### config.mk
export PLATFORM = sky130hd
export DESIGN_NAME = lma_cfg_regs
export DESIGN_NICKNAME = d
export VERILOG_FILES = /design/src/design/layer_mac_accumulator_core_macros.svh /design/src/design/lma_pkg.sv /design/src/design/lma_cfg_regs.sv
export SDC_FILE = /design/constraint.sdc
export NUM_CORES = 1
export LEC_CHECK = 0
export ABC_AREA = 0
export BUFFER_PORTS_ARGS = -buffer_cell sky130_fd_sc_hd__buf_2
export CAP_MARGIN = 20
export CORE_UTILIZATION = 30
export DETAILED_ROUTE_END_ITERATION = 10
export HOLD_SLACK_MARGIN = 0.06
export PLACE_DENSITY_LB_ADDON = 0.3
export SLEW_MARGIN = 15
export SYNTH_ARGS = -nofsm -noshare
export SYNTH_HDL_FRONTEND = slang
export SYNTH_SLANG_ARGS = --single-unit
export TNS_END_PERCENT = 10
### constraint.sdc
create_clock -name clk -period 0.9 [get_ports clk]
set_input_delay 0.045 -clock clk [delete_from_list [all_inputs] [get_ports clk]]
set_output_delay 0.045 -clock clk [all_outputs]
set_load 0.02 [all_outputs]
### src/design/layer_mac_accumulator_core_macros.svh
// assertion macros for the layer mac accumulator
// expects clk and rst in the scope where a macro is used
`ifndef LAYER_MAC_ACCUMULATOR_CORE_MACROS_SVH
`define LAYER_MAC_ACCUMULATOR_CORE_MACROS_SVH

// same-cycle implication
`define LMA_ASSERT_IMP(lbl, ante, cons) \
  lbl: assert property (@(posedge clk) disable iff (rst) (ante) |-> (cons)) \
    else $error("layer mac accumulator assertion failed");

// next-cycle implication
`define LMA_ASSERT_NXT(lbl, ante, cons) \
  lbl: assert property (@(posedge clk) disable iff (rst) (ante) |=> (cons)) \
    else $error("layer mac accumulator assertion failed");

`endif

### src/design/lma_pkg.sv
// shared types and codes for the layer mac accumulator
// no dependencies
`default_nettype none

package lma_pkg;

  localparam logic [2:0] MODE_CLEAR    = 3'd0;
  localparam logic [2:0] MODE_SET_BIAS = 3'd1;
  localparam logic [2:0] MODE_ADD_BIAS = 3'd2;
  localparam logic [2:0] MODE_ACCUM    = 3'd3;
  localparam logic [2:0] MODE_READ     = 3'd4;

  localparam logic REG_OMIT_MASK  = 1'b0;
  localparam logic REG_OFFSET_EN  = 1'b1;

  localparam int SumWidth = 40;

  typedef struct packed {
    logic [2:0]         mode;
    logic [7:0]         dest_index;
    logic signed [15:0] source_value;
    logic signed [15:0] source_offset;
    logic signed [15:0] weight;
    logic [15:0]        omit_flags;
  } cmd_t;

  typedef struct packed {
    logic signed [39:0] unit_sum;
    logic               saturated;
  } result_t;

  typedef struct packed {
    logic [15:0] omit_mask;
    logic        offset_enable;
  } cfg_t;

endpackage

`default_nettype wire

### src/design/lma_cfg_regs.sv
// apb configuration registers: omit mask and offset enable
// uses lma_pkg
`default_nettype none

module lma_cfg_regs (
  input  wire logic         clk,
  input  wire logic         rst,
  input  wire logic         psel,
  input  wire logic         penable,
  input  wire logic         pwrite,
  input  wire logic [2:0]   paddr,
  input  wire logic [31:0]  pwdata,
  output logic [31:0]       prdata,
  output logic              pready,
  output lma_pkg::cfg_t     cfg
);

  logic reg_sel;

  assign reg_sel = paddr[2];
  assign pready  = 1'b1;

  always_ff @(posedge clk) begin
    if (rst) begin
      cfg.omit_mask     <= '0;
      cfg.offset_enable <= 1'b0;
    end else if (psel && penable && pwrite) begin
      case (reg_sel)
        lma_pkg::REG_OMIT_MASK: cfg.omit_mask     <= pwdata[15:0];
        lma_pkg::REG_OFFSET_EN: cfg.offset_enable <= pwdata[0];
        default: ;
      endcase
    end
  end

  always_comb begin
    case (reg_sel)
      lma_pkg::REG_OMIT_MASK: prdata = {16'b0, cfg.omit_mask};
      lma_pkg::REG_OFFSET_EN: prdata = {31'b0, cfg.offset_enable};
      default:                prdata = '0;
    endcase
  end

endmodule

`default_nettype wire

==> results.md <==
* Number of remaining DRC errors at 0
* Category of cells accounting for the largest share of critical-path delay: flip-flops
* Register bank with the most flops: cfg
* Synthesis-stage register bit count at 17
* Total count of max-transition violations in the final report at 0
* Largest registers ranked by flip-flop count: cfg: 17 flops
* Routed length on met1 at 925 um
* Avg Vias per Cell at 4.084
* Number of buffers added on ports at 54
* GR Util All Layers at 13.72%
* Post-Synthesis Cells at 110
* Worst r2r src: cfg[1]
* HP Class: in -> reg
* Clock tree sinks at 17
* Total via count after detailed routing at 923
* Number of cell rows at 20
* Antenna Nets Post-Route at 0
* Number of DRC markers in iteration 0 at 13
* Count of different cell masters after synthesis at 13
* Final number of setup-violating endpoints at 18
* Endpoint of the worst register-to-register path: cfg[1]
* Vertical extent of the die at 60.66 um
* Result of the run: finished with violations
* Clock period minus final worst setup slack at 1056 ps
* Area after detailed placement at 0.001270 mm^2
* Hold Crit Endpoint: cfg[0]
* IR drop worst, VDD at 0.4615 mV
* Cells on Worst Hold Path at 3
* Clock-pin slew on the worst setup and hold paths at 100 ps
* CP arrival at roughly 1000 ps
* Uppermost signal routing layer after detailed routing: met4
* Number of antenna cells inserted at 0
* Worst reg2reg path depth at 3
* Avg Cell Area, Syn at between 9 and 10 um^2
* Routed wire length on met2 at 1.395 mm
* Ratio of cells with drive above 1 in the final layout at 51.10%
* Commonest non-fill, non-tap cells in the layout: sky130_fd_sc_hd__buf_2, sky130_fd_sc_hd__nand2b_1, sky130_fd_sc_hd__mux2i_1, sky130_fd_sc_hd__conb_1, sky130_fd_sc_hd__dfxtp_2
* Wire length of the first global-routing pass at about 3.7 mm
* Leak pwr at 0.7591 nW
* Chip Width at 60.66 um
* Power density cells at 977.3 mW/mm^2
* CP max stage cell: sky130_fd_sc_hd__dfxtp_2
* Netlist area before placement at a little over 0.001 mm^2
* Final number of hold-violating endpoints at 0
* Required time at the endpoint of the critical path at 850 ps
* Register area share after synthesis at 32.97%
* Root Buffer: sky130_fd_sc_hd__clkbuf_4
* Slowest stage delay, CP at 330 ps
* Post-route design area at 0.001590 mm^2
* Cells along the critical path: mux2_2 -> buf_6
* Total number of yosys warnings at 0
* Ratio of final minimum period to clock period at 117.3%
* Total Power at 1.554 mW
* Max FFs per register at 17
* Final WS setup at -155.6 ps
* Final cell utilization of the core at between 50% and 60%
* Filler cells at approximately 320
* Unrepaired setup endpoints after global routing: true
* Initial Utilization at 32.74%
* Final Non-Filler Cells at 226
* Classification of the worst setup path: reg -> out
* Boundary pin count at 90
* Skew-Pair Late Insertion Delay at ~280 ps
* Post-detailed-routing wire length at 2.452 mm
* Area inside the core boundary at 0.003153 mm^2
* Final weighted congestion in routability-driven placement at ~0.63
* Total gr overflow at 0
* Max Cap Violations at 0
* Most frequent standard cell in the layout excluding fill and tap cells: sky130_fd_sc_hd__buf_2
* Dpl cells at 204
* Vias in the first global route at 878
* Violations in the final reports: negative setup slack
* H-tree levels at 1
* Clock Skews at 0 ps
* Area overhead of the layout relative to synthesis at 54.06%
* DR pass1 iterations at 4
* Routed wirelength normalized by instance count at about 11 um
* Critical Path End Type: output port
* Fmax at 947.4 MHz
* Wire length on met3 at roughly 120 um
* # nets final at 223
* Critical path startpoint category: flop
* Number of buffers between clock root and the deepest sink at 2
* Initial antenna violation count at 0
* Startpoint of the most critical hold path: penable
* R2R setup slack at roughly 180 ps
* Largest net degree at the start of global routing at 34
* Number of buffer and inverter stages on the critical path at 1
* Worst-path fanout max at 2
* CTS buffer count at 3
* CTS tree: built
* Overall die area at between 0.003 and 0.004 mm^2
-- timing repair --
action / in CTS / in global routing
hold endpoints to repair: 17 / 0
pin swaps: 0 / 0
hold buffers: 16 / 0
buffers inserted: 2 / 0
gates resized for setup: 33 / 13
setup endpoints to repair: 16 / 19
-- tightest hold or removal path, delay by kind of cell --
kind / cells / cell delay, ps
buffers and inverters: 1 / 100
AND/OR/NAND/NOR: 1 / 90
multiplexers: 1 / 80
-- synthesized netlist by cell type, drive strengths merged --
library cell / instances / share of area, %
nand2b: 33 / 20
buf: 19 / 15
dfxtp: 17 / 33
mux2i: 17 / 16
nor2b: 10 / 6.1
and2b: 5 / 4.2
clkbuf: 4 / 1.5
conb: 2 / 0.73
and4b: 1 / 0.97
mux2: 1 / 1.1
nand4: 1 / 0.61
-- cell families (layout without fill, tap and decap cells) --
kind of cell	after synthesis	after routing	share of synthesized area [%]
buffers and inverters	23	80	16.85
DFF	17	17	32.97
muxes	18	18	17.58
other	2	17	0.7275
and+or+nand+nor	50	50	31.88
-- power breakdown --
group	leakage (nW)	internal (mW)	total, mW	switching [mW]
Clock	0.0177	0.165	0.412	0.247
Combinational	0.596	0.170	0.359	0.189
Sequential	0.146	0.771	0.783	0.0114
Total	0.759	1.11	1.55	0.448
-- stage by stage --
| stage | TNS, ps | hold slack (ps) | setup WS, ps |
|---|---|---|---|
| after floorplan | 0 | 199.7 | 48.91 |
| after global placement | 0 | 308.0 | 9.631 |
| after detailed placement | -21.81 | 315.8 | -16.57 |
| after CTS | -1503 | 61.52 | -169.0 |
| after global routing | -2143 | 71.18 | -194.6 |
| final | -1244 | 71.23 | -155.6 |
-- per-layer routing --
metal / global-route usage [%] / vias up
met3: 2.132 / 2
met5: 0 / -
li1: - / 457
met4: 4.870 / 0
met2: 29.20 / 40
met1: 12.76 / 424
-- cell type report --
class                   instances  area (um^2)  area share, %
multi-input cells              85        609.3          38.32
clock inverters                 1        5.005         0.3147
flip-flops and latches         17        361.6          22.74
clock buffers                   3        22.52          1.416
well taps                      44        55.05          3.462
repair buffers                 76        536.8          33.75
-- worst max path at each step --
| stage | cells past startpoint | slack [ps] | start | endpoint |
|---|---|---|---|---|
| 6_report | 2 | -160 | cfg[0] | prdata[0] |
| 5_1_grt | 2 | -190 | cfg[0] | prdata[0] |
| 4_1_cts | 2 | -170 | cfg[0] | prdata[0] |
| 3_5_place_dp | 4 | -20 | paddr[2] | cfg[13] |
| 3_3_place_gp | 4 | 10 | paddr[2] | cfg[14] |
| 2_1_floorplan | 1 | 50 | cfg[11] | prdata[10] |
Note: power is estimated with default switching activity, not from simulation.
