<file path="config.mk">
export PLATFORM = sky130hd
export DESIGN_NAME = lma_mac_unit
export DESIGN_NICKNAME = d
export VERILOG_FILES = /design/src/design/layer_mac_accumulator_core_macros.svh /design/src/design/lma_pkg.sv /design/src/design/lma_mac_unit.sv
export SDC_FILE = /design/constraint.sdc
export NUM_CORES = 1
export LEC_CHECK = 0
export BUFFER_PORTS_ARGS = -buffer_cell sky130_fd_sc_hd__clkbuf_2
export CAP_MARGIN = 20
export CORE_ASPECT_RATIO = 0.5
export CORE_MARGIN = 1
export CORE_UTILIZATION = 61
export CTS_BUF_LIST = sky130_fd_sc_hd__clkbuf_4 sky130_fd_sc_hd__clkbuf_8
export DETAILED_ROUTE_END_ITERATION = 8
export PLACE_DENSITY_LB_ADDON = 0.3
export SLEW_MARGIN = 20
export SYNTH_ARGS = -nofsm -noshare
export SYNTH_HDL_FRONTEND = slang
export SYNTH_SLANG_ARGS = --single-unit
</file>
<file path="constraint.sdc">
create_clock -name clk -period 9.5 [get_ports clk]
set_clock_uncertainty 0.2 [all_clocks]
set_input_delay 0 -clock clk [delete_from_list [all_inputs] [get_ports clk]]
set_output_delay 0 -clock clk [all_outputs]
set_load 0.01 [all_outputs]
</file>
<file path="src/design/layer_mac_accumulator_core_macros.svh">
// assertion macros for the layer mac accumulator
// expects clk and rst in the scope where a macro is used
`ifndef LAYER_MAC_ACCUMULATOR_CORE_MACROS_SVH
`define LAYER_MAC_ACCUMULATOR_CORE_MACROS_SVH

// same-cycle implication
`define LMA_ASSERT_IMP(lbl, ante, cons) \
  lbl: assert property (@(posedge clk) disable iff (rst) (ante) |-> (cons)) \
    else $error("layer mac accumulator assertion failed");

// next-cycle implication
`define LMA_ASSERT_NXT(lbl, ante, cons) \
  lbl: assert property (@(posedge clk) disable iff (rst) (ante) |=> (cons)) \
    else $error("layer mac accumulator assertion failed");

`endif

</file>
<file path="src/design/lma_pkg.sv">
// shared types and codes for the layer mac accumulator
// no dependencies
`default_nettype none

package lma_pkg;

  localparam logic [2:0] MODE_CLEAR    = 3'd0;
  localparam logic [2:0] MODE_SET_BIAS = 3'd1;
  localparam logic [2:0] MODE_ADD_BIAS = 3'd2;
  localparam logic [2:0] MODE_ACCUM    = 3'd3;
  localparam logic [2:0] MODE_READ     = 3'd4;

  localparam logic REG_OMIT_MASK  = 1'b0;
  localparam logic REG_OFFSET_EN  = 1'b1;

  localparam int SumWidth = 40;

  typedef struct packed {
    logic [2:0]         mode;
    logic [7:0]         dest_index;
    logic signed [15:0] source_value;
    logic signed [15:0] source_offset;
    logic signed [15:0] weight;
    logic [15:0]        omit_flags;
  } cmd_t;

  typedef struct packed {
    logic signed [39:0] unit_sum;
    logic               saturated;
  } result_t;

  typedef struct packed {
    logic [15:0] omit_mask;
    logic        offset_enable;
  } cfg_t;

endpackage

`default_nettype wire

</file>
<file path="src/design/lma_mac_unit.sv">
// read-modify-write datapath: decode and multiply, then add, clamp and write back
// uses lma_pkg
`default_nettype none

module lma_mac_unit #(
  parameter int MAX_UNITS = 256,
  parameter int AW        = 8
) (
  input  wire logic            clk,
  input  wire logic            rst,
  input  wire logic            start,
  input  wire lma_pkg::cmd_t   cmd,
  input  wire lma_pkg::cfg_t   cfg,
  output logic                 busy,
  output logic                 mem_re,
  output logic [AW-1:0]        mem_raddr,
  input  wire logic [39:0]     mem_rdata,
  output logic                 mem_we,
  output logic [AW-1:0]        mem_waddr,
  output logic [39:0]          mem_wdata,
  output logic                 done,
  output lma_pkg::result_t     result
);

  localparam logic [12:0] UnitLimit = 13'(MAX_UNITS);

  logic               accept;
  logic               in_range;
  logic               omitted;
  logic signed [16:0] src;
  logic signed [32:0] product;
  logic signed [32:0] bias;

  logic               s1_valid;
  logic [2:0]         s1_mode;
  logic [AW-1:0]      s1_addr;
  logic               s1_ok;
  logic               s1_skip;
  logic signed [32:0] s1_addend;

  logic               sat;
  logic signed [40:0] sum_wide;
  logic               ovf;
  logic signed [39:0] sum_clamped;

  assign accept    = start && !busy;
  assign busy      = s1_valid;
  assign in_range  = {5'b0, cmd.dest_index} < UnitLimit;
  assign omitted   = (cmd.omit_flags & cfg.omit_mask) != 16'b0;
  assign src       = cfg.offset_enable ? (17'(cmd.source_value) + 17'(cmd.source_offset))
                                       : 17'(cmd.source_value);
  assign product   = src * cmd.weight;
  assign bias      = {{5{cmd.weight[15]}}, cmd.weight, 12'b0};
  assign mem_re    = accept;
  assign mem_raddr = AW'(cmd.dest_index);

  always_ff @(posedge clk) begin
    if (rst) begin
      s1_valid <= 1'b0;
    end else begin
      s1_valid <= accept;
    end
  end

  always_ff @(posedge clk) begin
    if (accept) begin
      s1_mode   <= cmd.mode;
      s1_addr   <= AW'(cmd.dest_index);
      s1_ok     <= in_range;
      s1_skip   <= omitted;
      s1_addend <= (cmd.mode == lma_pkg::MODE_ACCUM) ? product : bias;
    end
  end

  assign sum_wide    = 41'(signed'(mem_rdata)) + 41'(s1_addend);
  assign ovf         = sum_wide[40] != sum_wide[39];
  assign sum_clamped = !ovf ? sum_wide[39:0]
                     : (sum_wide[40] ? {1'b1, 39'b0} : {1'b0, {39{1'b1}}});

  always_comb begin
    mem_we    = 1'b0;
    mem_wdata = sum_clamped;
    case (s1_mode)
      lma_pkg::MODE_CLEAR: begin
        mem_we    = s1_valid && s1_ok;
        mem_wdata = '0;
      end
      lma_pkg::MODE_SET_BIAS: begin
        mem_we    = s1_valid && s1_ok;
        mem_wdata = 40'(s1_addend);
      end
      lma_pkg::MODE_ADD_BIAS: mem_we = s1_valid && s1_ok;
      lma_pkg::MODE_ACCUM:    mem_we = s1_valid && s1_ok && !s1_skip;
      default:                mem_we = 1'b0;
    endcase
  end

  assign mem_waddr = s1_addr;

  always_ff @(posedge clk) begin
    if (rst) begin
      sat  <= 1'b0;
      done <= 1'b0;
    end else begin
      if (mem_we && ovf &&
          (s1_mode == lma_pkg::MODE_ADD_BIAS || s1_mode == lma_pkg::MODE_ACCUM)) begin
        sat <= 1'b1;
      end
      done <= s1_valid && (s1_mode == lma_pkg::MODE_READ);
    end
  end

  always_ff @(posedge clk) begin
    if (s1_valid) begin
      result.unit_sum  <= s1_ok ? mem_rdata : '0;
      result.saturated <= sat;
    end
  end

endmodule

`default_nettype wire

</file>
==> metrics.txt <==
die height 120 µm; total of max-cap violations 0; Yosys reg bits 89; GRT Total Usage 0.320; setup TNS 0 ns; pin count of the biggest net entering global routing 50; count leader, synth inv_1; CP max stage delay ~0.54 ns; CTS tree done; WS Path Type in2reg; vias in the first global route ~14000; Antenna diodes 0; Post-synth EDFFs 86; drt pass-1 iters 5; Hold Fails Final Rpt 0; initial antenna violation count 0; post-cts sizing count 0; post-DP HPWL 34700 µm; Final Cycle Share 0.888; DRT antenna net count 0; detailed router's first-iteration violation count 1055; Worst-Margin Slew about 1.1 ns; largest cells by area after synthesis fa_1 (33%), edfxtp_1 (15%), ha_1 (10%), inv_1 (7.3%), nand2_1 (4.9%); DRT Wirelength 44100 µm; top-area cell type share of the netlist area 0.326; most instantiated cells after synthesis inv_1 (334), fa_1 (278), nand2_1 (224), ha_1 (140), and2_1 (126); CP startpoint kind primary input; Buffers & Inverters on Critical Path 5; latest clock arrival within the worst-skew pair 0.38 ns; Mapped Area 17100 µm²; core area approximately 27000 µm²; CTS Sinks 89; clk buf depth 2; Worst R2R Setup Slack between 5 and 6 ns; Final Slew Violations 0; Die Footprint 28700 µm²; crit end category flop; largest family of logic cells by synthesized area adder cells; cells after synthesis 1843; Post-route DRC 0; RSZ-0062 raised after global routing false; crit-path most repeated cell fa_1; Final #Nets 2633; CTS root buffer clkbuf_8; Seq/Total Area, Yosys 0.155; adder-cell share of the synthesized area 0.428; Period minus WS final 8.43 ns; Synth Area in XOR/XNOR 0.0447; Worst Path Arrival 8.35 ns; hold path depth 3; PortBufs around 240; post-synthesis net count 2396; outcome finished, final reports clean; via/cell ratio 5.62; WL per Instance 17.9 µm; Final setup viols 0; post-synthesis mux area share 0.0110; Synth Area in Simple Gates 0.149; maximum fanout along the worst path 16; hold_sp cmd[29]; Die X 239 µm; compound-gate portion of the synthesized area 0.119; grt total ovfl 0; Synth async-reset ratio 0; cell taking the most area after synthesis fa_1; Initial Util 0.634; first-pass GRT wire length 71500 µm; worst r2r path cells 13; main flop type after synthesis edfxtp_1; worst min-delay path category in2reg; CP required 9.41 ns; routed via count between 10000 and 15000; f_max about 0.12 GHz; layout cell share with drive strength beyond 1 0.143; I/O pin count around 240; Distinct cells, synth 74; reg-to-reg endpoint sat; Syn. warnings 0; RR Startpoint s1_addend[0]; clk slew on worst S/H paths approximately 0.090 ns; area added between synthesis and finish 12.5%; Rel. slew slack 0.272; Fillers roughly 2000; Routability Congestion 0.926; CTS H-tree depth 3; delay-heaviest family, CP adder cells; total CTS buffers 9; num rows 42; CP max-delay cell fa_1; Syn Area/Cell 9.27 µm²; worst hold endpoint s1_addend[25]
repair_timing:
| item | in CTS | in global routing |
|---|---|---|
| buffers inserted | 0 | 0 |
| endpoints found under the hold margin | 57 | 0 |
| hold buffers | 57 | 0 |
cells by family after synthesis:
| kind of cell | Yosys count |
|---|---|
| multiplexers | 17 |
| AO/OA/AOI/OAI | 302 |
| XOR/XNOR | 85 |
| flip-flops | 89 |
| adder cells (fa/ha/maj) | 418 |
| buffers and inverters | 407 |
| AND/OR/NAND/NOR | 525 |
per-layer routing:
metal,track usage,part of all wire,vias to the layer above
met3,0.0368,0.067,111
li1,-,-,6380
met1,0.413,0.41,6749
met5,0,0,-
met4,0.122,0.035,0
met2,0.559,0.49,570
sequential cells by signal (all words and copies together) (netlist names):
name	cells
done	1
sat	1
mem_waddr	8
result	41
s1_skip	1
s1_mode	3
s1_addend	33
busy	1
stage by stage:
stage	hold WS, ns	util	setup WS, ns	cells	instance area (µm²)
2_1_floorplan	-0.128	-	1.46	1843	17100
3_3_place_gp	-0.00323	0.685	1.01	2386	18500
3_5_place_dp	-0.00552	0.685	0.736	2386	18500
4_1_cts	0.0219	0.713	1.12	2459	19200
5_1_grt	0.0881	0.713	0.550	2459	19200
6_report	0.0594	0.713	1.07	2459	19200
worst register-to-register path: stages (launching register included):
cell	delay, ns
edfxtp_1	0.44
ha_1	0.22
inv_1	0.07
fa_1	0.20
nand2b_1	0.14
a21oi_1	0.11
o2111ai_1	0.37
a21oi_2	0.15
a211oi_2	0.40
o31a_2	0.23
nor3b_1	0.06
o32a_4	0.41
or4_1	0.50
nand3_1	0.08
area by class of cell:
class | count | area (µm²) | area share
Multi-Input combinational cell | 1347 | 12900 | 0.670
Sequential cell | 89 | 2650 | 0.138
Timing Repair Buffer | 299 | 1800 | 0.0936
Inverter | 334 | 1250 | 0.0652
Tap cell | 374 | 468 | 0.0244
Clock buffer | 9 | 124 | 0.00645
Clock inverter | 7 | 53.8 | 0.00280
worst max-delay path by stage:
stage,start,endpoint,slack (ns),cells past startpoint
2_1_floorplan,cmd[32],s1_addend[32],1.46,35
3_3_place_gp,cmd[48],s1_addend[32],1.01,34
3_5_place_dp,cmd[48],s1_addend[32],0.74,34
4_1_cts,cmd[48],s1_addend[32],1.12,34
5_1_grt,cmd[48],s1_addend[32],0.55,34
6_report,cmd[48],s1_addend[32],1.07,34
cell usage in the layout (no fill, tap or decap), drive strengths merged, types with 4 or more instances in the layout:
master	Yosys	final
o21bai	12	12
o21a	16	16
clkbuf	51	244
o21ai	63	63
inv	334	336
a22o	4	4
nand2b	14	14
or2	7	7
a21o	29	29
o211ai	36	36
xnor2	47	47
a31oi	10	10
clkinv	0	5
and3	7	7
xor2	38	38
nand4	5	5
o22ai	4	4
nor3	16	16
buf	22	7
nand2	224	224
nor2	67	67
dlygate4sd3	0	57
nor2b	25	25
a221oi	5	5
a21oi	77	77
and2	126	126
a211oi	11	11
nor3b	6	6
mux2	14	14
fa	278	278
or3	7	7
a21boi	5	5
ha	140	140
nand3	13	13
edfxtp	86	86
Power is left out: the tool's default activity adds up to more than one toggle a clock period on the data nets, which glitch-free logic cannot reach.
